**config.mk**
```make
export PLATFORM = sky130hd
export DESIGN_NAME = esp_session_table_with_aging
export DESIGN_NICKNAME = d
export VERILOG_FILES = /design/src/esta_pkg.sv /design/src/esta_cfg.sv /design/src/esp_session_table_with_aging.sv
export VERILOG_INCLUDE_DIRS = /design/src /design/src/src
export SDC_FILE = /design/constraint.sdc
export NUM_CORES = 2
export LEC_CHECK = 0
export BUFFER_PORTS_ARGS = -buffer_cell sky130_fd_sc_hd__buf_2
export CAP_MARGIN = 20
export CORE_UTILIZATION = 35
export DETAILED_ROUTE_END_ITERATION = 12
export PLACE_DENSITY = 0.57
export SYNTH_ARGS = -nofsm -noshare
export SYNTH_HDL_FRONTEND = slang
export SYNTH_SLANG_ARGS = --single-unit
```
**constraint.sdc**
```tcl
create_clock -name clk -period 15.78 [get_ports clk]
set_input_delay 3.156 -clock clk [delete_from_list [all_inputs] [get_ports clk]]
set_output_delay 3.156 -clock clk [all_outputs]
set_load 0.02 [all_outputs]
```
**src/esp_session_table_with_aging_defines.svh**
```systemverilog
// Assertion macros for the session table.
`ifndef ESP_SESSION_TABLE_WITH_AGING_DEFINES_SVH
`define ESP_SESSION_TABLE_WITH_AGING_DEFINES_SVH

// same-cycle implication, clocked on clk, off while arst_n is low
`define ESTA_ASSERT_IMP(lbl, ante, cons, msg) \
	lbl: assert property (@(posedge clk) disable iff (!arst_n) (ante) |-> (cons)) \
		else $error(msg);

// next-cycle implication
`define ESTA_ASSERT_NXT(lbl, ante, cons, msg) \
	lbl: assert property (@(posedge clk) disable iff (!arst_n) (ante) |=> (cons)) \
		else $error(msg);

`endif

```
**src/esta_pkg.sv**
```systemverilog
// Types and constants shared by the session table modules.
package esta_pkg;

	localparam int PADDR_W = 4;
	localparam int IDX_W   = 2;

	localparam logic [IDX_W-1:0] REG_IDLE_TIMEOUT = 2'd0;
	localparam logic [IDX_W-1:0] REG_SPI_VALUE    = 2'd1;
	localparam logic [IDX_W-1:0] REG_INIT_SEQ     = 2'd2;

	localparam logic [15:0] RST_IDLE_TIMEOUT = 16'd60;
	localparam logic [31:0] RST_SPI_VALUE    = 32'd5000;
	localparam logic [31:0] RST_INIT_SEQ     = 32'd1;

	localparam logic [15:0] HEADER_BYTES = 16'd8;

	typedef enum logic [1:0] {
		OP_ESP_RX = 2'd0,
		OP_REPLY  = 2'd1,
		OP_TICK   = 2'd2,
		OP_SWEEP  = 2'd3
	} op_t;

	typedef enum logic [2:0] {
		STAT_HIT      = 3'd0,
		STAT_INSERTED = 3'd1,
		STAT_FULL     = 3'd2,
		STAT_SHORT    = 3'd3,
		STAT_HEADER   = 3'd4,
		STAT_BAD_SLOT = 3'd5,
		STAT_TICKED   = 3'd6,
		STAT_SWEPT    = 3'd7
	} status_t;

	typedef enum logic [1:0] {
		S_IDLE,
		S_LOOKUP,
		S_REPLY,
		S_SWEEP
	} state_t;

	typedef struct packed {
		op_t         operation;
		logic [63:0] addr_high;
		logic [63:0] addr_low;
		logic [15:0] packet_length;
		logic [3:0]  slot_index;
	} req_t;

	typedef struct packed {
		status_t     status;
		logic [3:0]  slot;
		logic [63:0] dest_high;
		logic [63:0] dest_low;
		logic [31:0] esp_spi;
		logic [31:0] esp_sequence;
		logic [4:0]  removed_count;
	} rsp_t;

	typedef struct packed {
		logic [15:0] idle_timeout;
		logic [31:0] spi_value;
		logic        seq_load;
		logic [31:0] seq_value;
	} cfg_t;

endpackage

```
**src/esta_cfg.sv**
```systemverilog
// APB configuration registers of the session table.
module esta_cfg (
	input  logic                         clk,
	input  logic                         arst_n,
	input  logic                         psel,
	input  logic                         penable,
	input  logic                         pwrite,
	input  logic [esta_pkg::PADDR_W-1:0] paddr,
	input  logic [31:0]                  pwdata,
	output logic [31:0]                  prdata,
	output esta_pkg::cfg_t               cfg
);

	logic [15:0]                idle_timeout_q;
	logic [31:0]                spi_value_q;
	logic [31:0]                init_seq_q;
	logic                       wr;
	logic [esta_pkg::IDX_W-1:0] reg_idx;

	assign wr      = psel && penable && pwrite;
	assign reg_idx = paddr[esta_pkg::PADDR_W-1:2];

	always_ff @(posedge clk or negedge arst_n) begin
		if (!arst_n) begin
			idle_timeout_q <= esta_pkg::RST_IDLE_TIMEOUT;
			spi_value_q    <= esta_pkg::RST_SPI_VALUE;
			init_seq_q     <= esta_pkg::RST_INIT_SEQ;
		end else if (wr) begin
			unique case (reg_idx)
				esta_pkg::REG_IDLE_TIMEOUT: idle_timeout_q <= pwdata[15:0];
				esta_pkg::REG_SPI_VALUE:    spi_value_q    <= pwdata;
				esta_pkg::REG_INIT_SEQ:     init_seq_q     <= pwdata;
				default: ;
			endcase
		end
	end

	always_comb begin
		unique case (reg_idx)
			esta_pkg::REG_IDLE_TIMEOUT: prdata = {16'd0, idle_timeout_q};
			esta_pkg::REG_SPI_VALUE:    prdata = spi_value_q;
			esta_pkg::REG_INIT_SEQ:     prdata = init_seq_q;
			default:                    prdata = '0;
		endcase
	end

	// sequence counter in the top level loads on the same edge as the write
	assign cfg.idle_timeout = idle_timeout_q;
	assign cfg.spi_value    = spi_value_q;
	assign cfg.seq_load     = wr && (reg_idx == esta_pkg::REG_INIT_SEQ);
	assign cfg.seq_value    = pwdata;

endmodule

```
**src/esp_session_table_with_aging.sv**
```systemverilog
// Session table keyed by client IPv6 address, with idle aging and ESP header output.
//
//   channel   handshake                 payload
//   request   start, busy (in)          request (esta_pkg::req_t)
//   result    done strobe (out)         result  (esta_pkg::rsp_t)
//   config    psel/penable/pwrite/...   pwdata, prdata, 32 bits
//
// Tick, short packet and bad slot: answered in the cycle after acceptance, busy stays low.
// Reply reads the entry memory once. Sweep and lookup step through the slots from slot 0, with
// a lookup ending early on a hit, one entry per cycle through the memory port.
// Reset clears the valid flops at once; there is no clearing pass.
// done is high for one cycle per request; the receiver cannot stall.
`include "esp_session_table_with_aging_defines.svh"

module esp_session_table_with_aging #(
	parameter int SLOTS = 16
) (
	input  logic                         clk,
	input  logic                         arst_n,
	input  logic                         start,
	output logic                         busy,
	input  esta_pkg::req_t               request,
	output logic                         done,
	output esta_pkg::rsp_t               result,
	input  logic                         psel,
	input  logic                         penable,
	input  logic                         pwrite,
	input  logic [esta_pkg::PADDR_W-1:0] paddr,
	input  logic [31:0]                  pwdata,
	output logic [31:0]                  prdata,
	output logic                         pready
);

	localparam int SW = $clog2(SLOTS);
	localparam int CW = $clog2(SLOTS + 1);

	esta_pkg::cfg_t   cfg;
	esta_pkg::state_t state_q, state_d;
	esta_pkg::req_t   req_q;
	esta_pkg::rsp_t   result_q, res_d;
	logic             done_q;

	logic [127:0]     addr_mem [SLOTS];
	logic [31:0]      seen_mem [SLOTS];
	logic [127:0]     addr_rd_s1;
	logic [31:0]      seen_rd_s1;
	logic [SW-1:0]    cmp_idx_s1;
	logic [SW-1:0]    rd_addr;
	logic [SW-1:0]    wr_idx;

	logic [SLOTS-1:0] entry_valid_q;
	logic             free_fnd_q;
	logic [SW-1:0]    free_idx_q;
	logic [CW-1:0]    rm_cnt_q;
	logic [31:0]      seconds_q;
	logic [31:0]      seq_q;

	logic accept, last, cur_valid, match, expired, in_range, slot_ok, too_short;
	logic ins_ok;
	logic [SW-1:0] ins_idx;
	logic res_fire, addr_we, seen_we, valid_set, valid_clr, tick, seq_inc;
	logic free_cap, rm_inc;

	esta_cfg u_cfg (
		.clk     (clk),
		.arst_n  (arst_n),
		.psel    (psel),
		.penable (penable),
		.pwrite  (pwrite),
		.paddr   (paddr),
		.pwdata  (pwdata),
		.prdata  (prdata),
		.cfg     (cfg)
	);

	assign pready = 1'b1;
	assign busy   = (state_q != esta_pkg::S_IDLE);
	assign accept = start && !busy;
	assign done   = done_q;
	assign result = result_q;

	assign last      = (cmp_idx_s1 == SW'(SLOTS - 1));
	assign cur_valid = entry_valid_q[cmp_idx_s1];
	assign match     = cur_valid && (addr_rd_s1 == {req_q.addr_high, req_q.addr_low});
	// idle time wraps modulo 2^32
	assign expired   = cur_valid && ((seconds_q - seen_rd_s1) > {16'd0, cfg.idle_timeout});
	assign in_range  = int'(request.slot_index) < SLOTS;
	assign slot_ok   = in_range && entry_valid_q[SW'(request.slot_index)];
	assign too_short = request.packet_length <= esta_pkg::HEADER_BYTES;
	assign ins_ok    = free_fnd_q || !cur_valid;
	assign ins_idx   = free_fnd_q ? free_idx_q : cmp_idx_s1;

	// next state
	always_comb begin
		state_d = state_q;
		unique case (state_q)
			esta_pkg::S_IDLE: begin
				if (accept) begin
					unique case (request.operation)
						esta_pkg::OP_ESP_RX: state_d = too_short ? esta_pkg::S_IDLE
							: esta_pkg::S_LOOKUP;
						esta_pkg::OP_REPLY:  state_d = slot_ok ? esta_pkg::S_REPLY
							: esta_pkg::S_IDLE;
						esta_pkg::OP_TICK:   state_d = esta_pkg::S_IDLE;
						esta_pkg::OP_SWEEP:  state_d = esta_pkg::S_SWEEP;
						default:             state_d = esta_pkg::S_IDLE;
					endcase
				end
			end
			esta_pkg::S_LOOKUP: if (match || last) state_d = esta_pkg::S_IDLE;
			esta_pkg::S_REPLY:  state_d = esta_pkg::S_IDLE;
			esta_pkg::S_SWEEP:  if (last) state_d = esta_pkg::S_IDLE;
			default:            state_d = esta_pkg::S_IDLE;
		endcase
	end

	// outputs of the state machine
	always_comb begin
		res_d     = '0;
		res_fire  = 1'b0;
		addr_we   = 1'b0;
		seen_we   = 1'b0;
		wr_idx    = cmp_idx_s1;
		valid_set = 1'b0;
		valid_clr = 1'b0;
		tick      = 1'b0;
		seq_inc   = 1'b0;
		free_cap  = 1'b0;
		rm_inc    = 1'b0;
		rd_addr   = last ? '0 : cmp_idx_s1 + SW'(1);
		unique case (state_q)
			esta_pkg::S_IDLE: begin
				rd_addr = (request.operation == esta_pkg::OP_REPLY && in_range)
					? SW'(request.slot_index) : '0;
				if (accept) begin
					unique case (request.operation)
						esta_pkg::OP_ESP_RX: begin
							if (too_short) begin
								res_fire     = 1'b1;
								res_d.status = esta_pkg::STAT_SHORT;
							end
						end
						esta_pkg::OP_REPLY: begin
							if (!slot_ok) begin
								res_fire     = 1'b1;
								res_d.status = esta_pkg::STAT_BAD_SLOT;
								res_d.slot   = request.slot_index;
							end
						end
						esta_pkg::OP_TICK: begin
							res_fire     = 1'b1;
							res_d.status = esta_pkg::STAT_TICKED;
							tick         = 1'b1;
						end
						default: ;
					endcase
				end
			end
			esta_pkg::S_LOOKUP: begin
				free_cap = !free_fnd_q && !cur_valid;
				priority if (match) begin
					res_fire     = 1'b1;
					res_d.status = esta_pkg::STAT_HIT;
					res_d.slot   = 4'(cmp_idx_s1);
					seen_we      = 1'b1;
				end else if (last && ins_ok) begin
					res_fire     = 1'b1;
					res_d.status = esta_pkg::STAT_INSERTED;
					res_d.slot   = 4'(ins_idx);
					wr_idx       = ins_idx;
					addr_we      = 1'b1;
					seen_we      = 1'b1;
					valid_set    = 1'b1;
				end else if (last) begin
					res_fire     = 1'b1;
					res_d.status = esta_pkg::STAT_FULL;
				end else begin
					// keep scanning
				end
			end
			esta_pkg::S_REPLY: begin
				res_fire           = 1'b1;
				res_d.status       = esta_pkg::STAT_HEADER;
				res_d.slot         = 4'(cmp_idx_s1);
				res_d.dest_high    = addr_rd_s1[127:64];
				res_d.dest_low     = addr_rd_s1[63:0];
				res_d.esp_spi      = cfg.spi_value;
				res_d.esp_sequence = seq_q;
				seq_inc            = 1'b1;
				seen_we            = 1'b1;
			end
			esta_pkg::S_SWEEP: begin
				valid_clr = expired;
				rm_inc    = expired;
				if (last) begin
					res_fire            = 1'b1;
					res_d.status        = esta_pkg::STAT_SWEPT;
					res_d.removed_count = 5'(rm_cnt_q + CW'(expired));
				end
			end
			default: ;
		endcase
	end

	// entry memories, registered read port
	always_ff @(posedge clk) begin
		if (addr_we) addr_mem[wr_idx] <= {req_q.addr_high, req_q.addr_low};
		if (seen_we) seen_mem[wr_idx] <= seconds_q;
		addr_rd_s1 <= addr_mem[rd_addr];
		seen_rd_s1 <= seen_mem[rd_addr];
	end

	always_ff @(posedge clk) begin
		if (accept) req_q <= request;
		if (free_cap) free_idx_q <= cmp_idx_s1;
		if (res_fire) result_q <= res_d;
	end

	always_ff @(posedge clk or negedge arst_n) begin
		if (!arst_n) begin
			state_q       <= esta_pkg::S_IDLE;
			done_q        <= 1'b0;
			cmp_idx_s1    <= '0;
			entry_valid_q <= '0;
			free_fnd_q    <= 1'b0;
			rm_cnt_q      <= '0;
			seconds_q     <= '0;
			seq_q         <= esta_pkg::RST_INIT_SEQ;
		end else begin
			state_q    <= state_d;
			done_q     <= res_fire;
			cmp_idx_s1 <= rd_addr;
			if (valid_set) entry_valid_q[wr_idx] <= 1'b1;
			if (valid_clr) entry_valid_q[cmp_idx_s1] <= 1'b0;
			if (accept) begin
				free_fnd_q <= 1'b0;
				rm_cnt_q   <= '0;
			end else begin
				if (free_cap) free_fnd_q <= 1'b1;
				if (rm_inc) rm_cnt_q <= rm_cnt_q + CW'(1);
			end
			if (tick) seconds_q <= seconds_q + 32'd1;
			if (cfg.seq_load) seq_q <= cfg.seq_value;
			else if (seq_inc) seq_q <= seq_q + 32'd1;
		end
	end

	`ESTA_ASSERT_NXT(a_accept_progress, accept, done || busy, "request neither answered nor in work")
	`ESTA_ASSERT_IMP(a_done_idle, done, !busy, "result strobe while still busy")
	`ESTA_ASSERT_NXT(a_tick_count, tick, seconds_q == $past(seconds_q) + 32'd1, "tick not counted")

endmodule

```
==> results.tsv <==
metric	value	unit
status	complete, no violations	
CP max FO	22	
switching share of power	34.9	%
Tmin final	8020	ps
die extent in y	604	µm
routability cong.	0.849	
final setup margin	7760	ps
hold buffers post-CTS	0	
global-route wire length before repair	524000	µm
Final setup viols	0	
layout cells sized above 1	11.6	%
sequential share of the synthesized area	74.6	%
max cap viols	0	
synth-to-layout area growth	14.9	%
Worst Hold Depth	2	
grt ovf	0	
Synth Register Bits	3229	
Synth Instances	9541	
Pins Over Slew Limit	0	
Root Driver	clkbuf_16	
initial antenna violation count	37	
worst reg-to-reg setup slack	8780	ps
Nets	10100	
clock share of power	30.5	%
end of the worst register-to-register path	addr_mem[4][50]	
Buffers on Ports	427	
Worst Path Arrival	4860	ps
commonest non-fill, non-tap cell in the layout	edfxtp_1	
post-layout util	40.5	%
Layout Skew	65.9	ps
Post-DP HPWL	189000	µm
Resized cells post-CTS	0	
Most used DFF post-synth	edfxtp_1	
# rows	220	
# clock sinks	3229	
TritonCTS Buffers	349	
WP data required	12620	ps
beginning of the worst hold path	u_cfg.init_seq_q[0]	
TritonCTS clock tree	built	
CTS Buffer Depth	4	
vias per cell	5.33	
H-Tree Depth	5	
initial core utilization	35.2	%
Internal	17.3	mW
Die X	604	µm
Worst-Skew Late Latency	960	ps
CP startpoint kind	input pin	
setup TNS	0	ps
Final Cycle Share	50.8	%
HP Class	reg2reg	
Post-Syn Area per Cell	13.3	µm²
io pins	431	
EDFF count, synth	2896	
unrepaired setup endpoints after global routing	false	
drt wl/cell	24.3	µm
FMAX	125	MHz
largest net degree at the start of global routing	189	
Worst R2R Start	req_q[104]	
most frequent cells in the layout	2896 x edfxtp_1, 2762 x nand2_1, 678 x nand3_1	
Layout Cells excl Fill	14900	
routed wire length	362000	µm
DRT iter0 DRCs	7402	
gr usage total	19.3	%
core area	359000	µm²
number of global-route vias before repair	77600	
worst setup path category	in2out	
Post-CTS Setup Bufs	0	
Worst setup EP type	output pin	
post-route ant nets	0	
Worst-Margin Slew	1160	ps
Pre-Repair DR Iteration Count	6	
Place WS	7480	ps
DRC Markers	0	
Post-Syn Area	127000	µm²
IR drop worst, VDD	0.181	mV
Placed Cells	14300	
final hold vios	0	
register share of total power	41.3	%
layout filler cell count	33100	
Synth Warn #	0	
switching pwr	9.26	mW
worst rel slew slack	22.7	%
Mapped Nets	9794	
Reg clk slew, reported paths	60	ps
Async SR Flop Fraction	5.36	%
pwr/cell area	182	nW/µm²
Hold Path End	u_cfg.init_seq_q[0]	
total number of vias	79600	
Static Leak	50.7	nW
die area	364000	µm²
distinct cell type count after synthesis	73	
r2r worst-path depth	11	
power share of the combinational group	28.2	%
[critical path: stages]
cell and delay (ps):
buf_2 550, nor2b_1 470, buf_4 290, a22o_1 210, buf_2 180
[state kept, by name (all words and copies together) (netlist names), 128 cells and up]
signal / flops
addr_mem: 2048
addr_rd_s1: 128
req_q: 128
result: 204
seen_mem: 512
[worst max-delay path by stage]
stage                endpoint          start  slack (ps)  cells past startpoint
2_1_floorplan  addr_mem[0][0]  cmp_idx_s1[0]         160                      9
3_3_place_gp       prdata[31]       paddr[3]        7250                      4
3_5_place_dp   addr_rd_s1[56]   request[148]        7480                     12
4_1_cts            prdata[19]       paddr[3]        7760                      5
5_1_grt            prdata[25]       paddr[3]        7700                      5
6_report           prdata[26]       paddr[3]        7760                      5
[metrics by stage]
step	hold slack, ps	power, mW	cell area (µm²)
floorplan	439	16.0	127000
global placement	448	18.4	134000
detailed placement	459	18.6	134000
CTS	467	26.7	145000
global route	488	27.8	146000
finish	463	26.5	146000
[power by group through the flow]
stage	Combinational (mW)	Sequential [mW]	Clock, mW
floorplan	4.95	11.0	0
global placement	7.34	11.1	0
detailed placement	7.46	11.1	0
CTS	7.49	11.0	8.22
global route	8.18	11.0	8.55
finish	7.49	11.0	8.09
[cells in the mapped netlist, types with 22 or more instances]
library cell | count | area [µm²]
nand2_1 | 2762 | 10400
dfxtp_1 | 160 | 3200
xnor2_1 | 150 | 1310
ha_1 | 60 | 751
a21oi_1 | 216 | 1080
a311oi_1 | 480 | 4200
o21ai_0 | 95 | 475
nor2_1 | 97 | 364
a31oi_1 | 175 | 1090
edfxtp_1 | 2896 | 87000
mux2_2 | 39 | 439
nand4_1 | 58 | 363
inv_1 | 78 | 293
mux2i_1 | 22 | 220
nand3_1 | 678 | 3390
and3_1 | 345 | 2160
xor2_1 | 55 | 482
dfrtp_1 | 162 | 4050
and2_1 | 193 | 1210
clkbuf_1 | 589 | 2210
[logic make-up after synthesis]
family	count (synthesis)	share of synthesized area, %
adders and majority gates	61	0.608
muxes	71	0.695
DFF	3229	74.6
AOI/OAI and AO/OA	1063	6.04
other	1	0.00296
xor gates and xnor gates	205	1.42
and+or+nand+nor	4225	14.6
buffers and inverters	686	2.05
[metal layers]
metal  wire [µm]  part of all wire, %  track usage, %
met1      150000                   41            25.3
met3       22400                  6.2            2.74
met2      175000                   48            32.5
met5          46                0.013               0
met4       14200                  3.9            7.21
[layout make-up]
class	instances	area, µm²	share of cell area [%]
timing repair buffer	562	3510	2.41
clock inverter	160	1600	1.10
sequential	3229	94500	64.9
tap	4773	5970	4.10
inverter	79	320	0.220
clock buffer	492	9800	6.73
antenna	8	20.0	0.0138
multi-input combinational	5626	29800	20.5
Note: power is estimated with default switching activity, not from simulation.
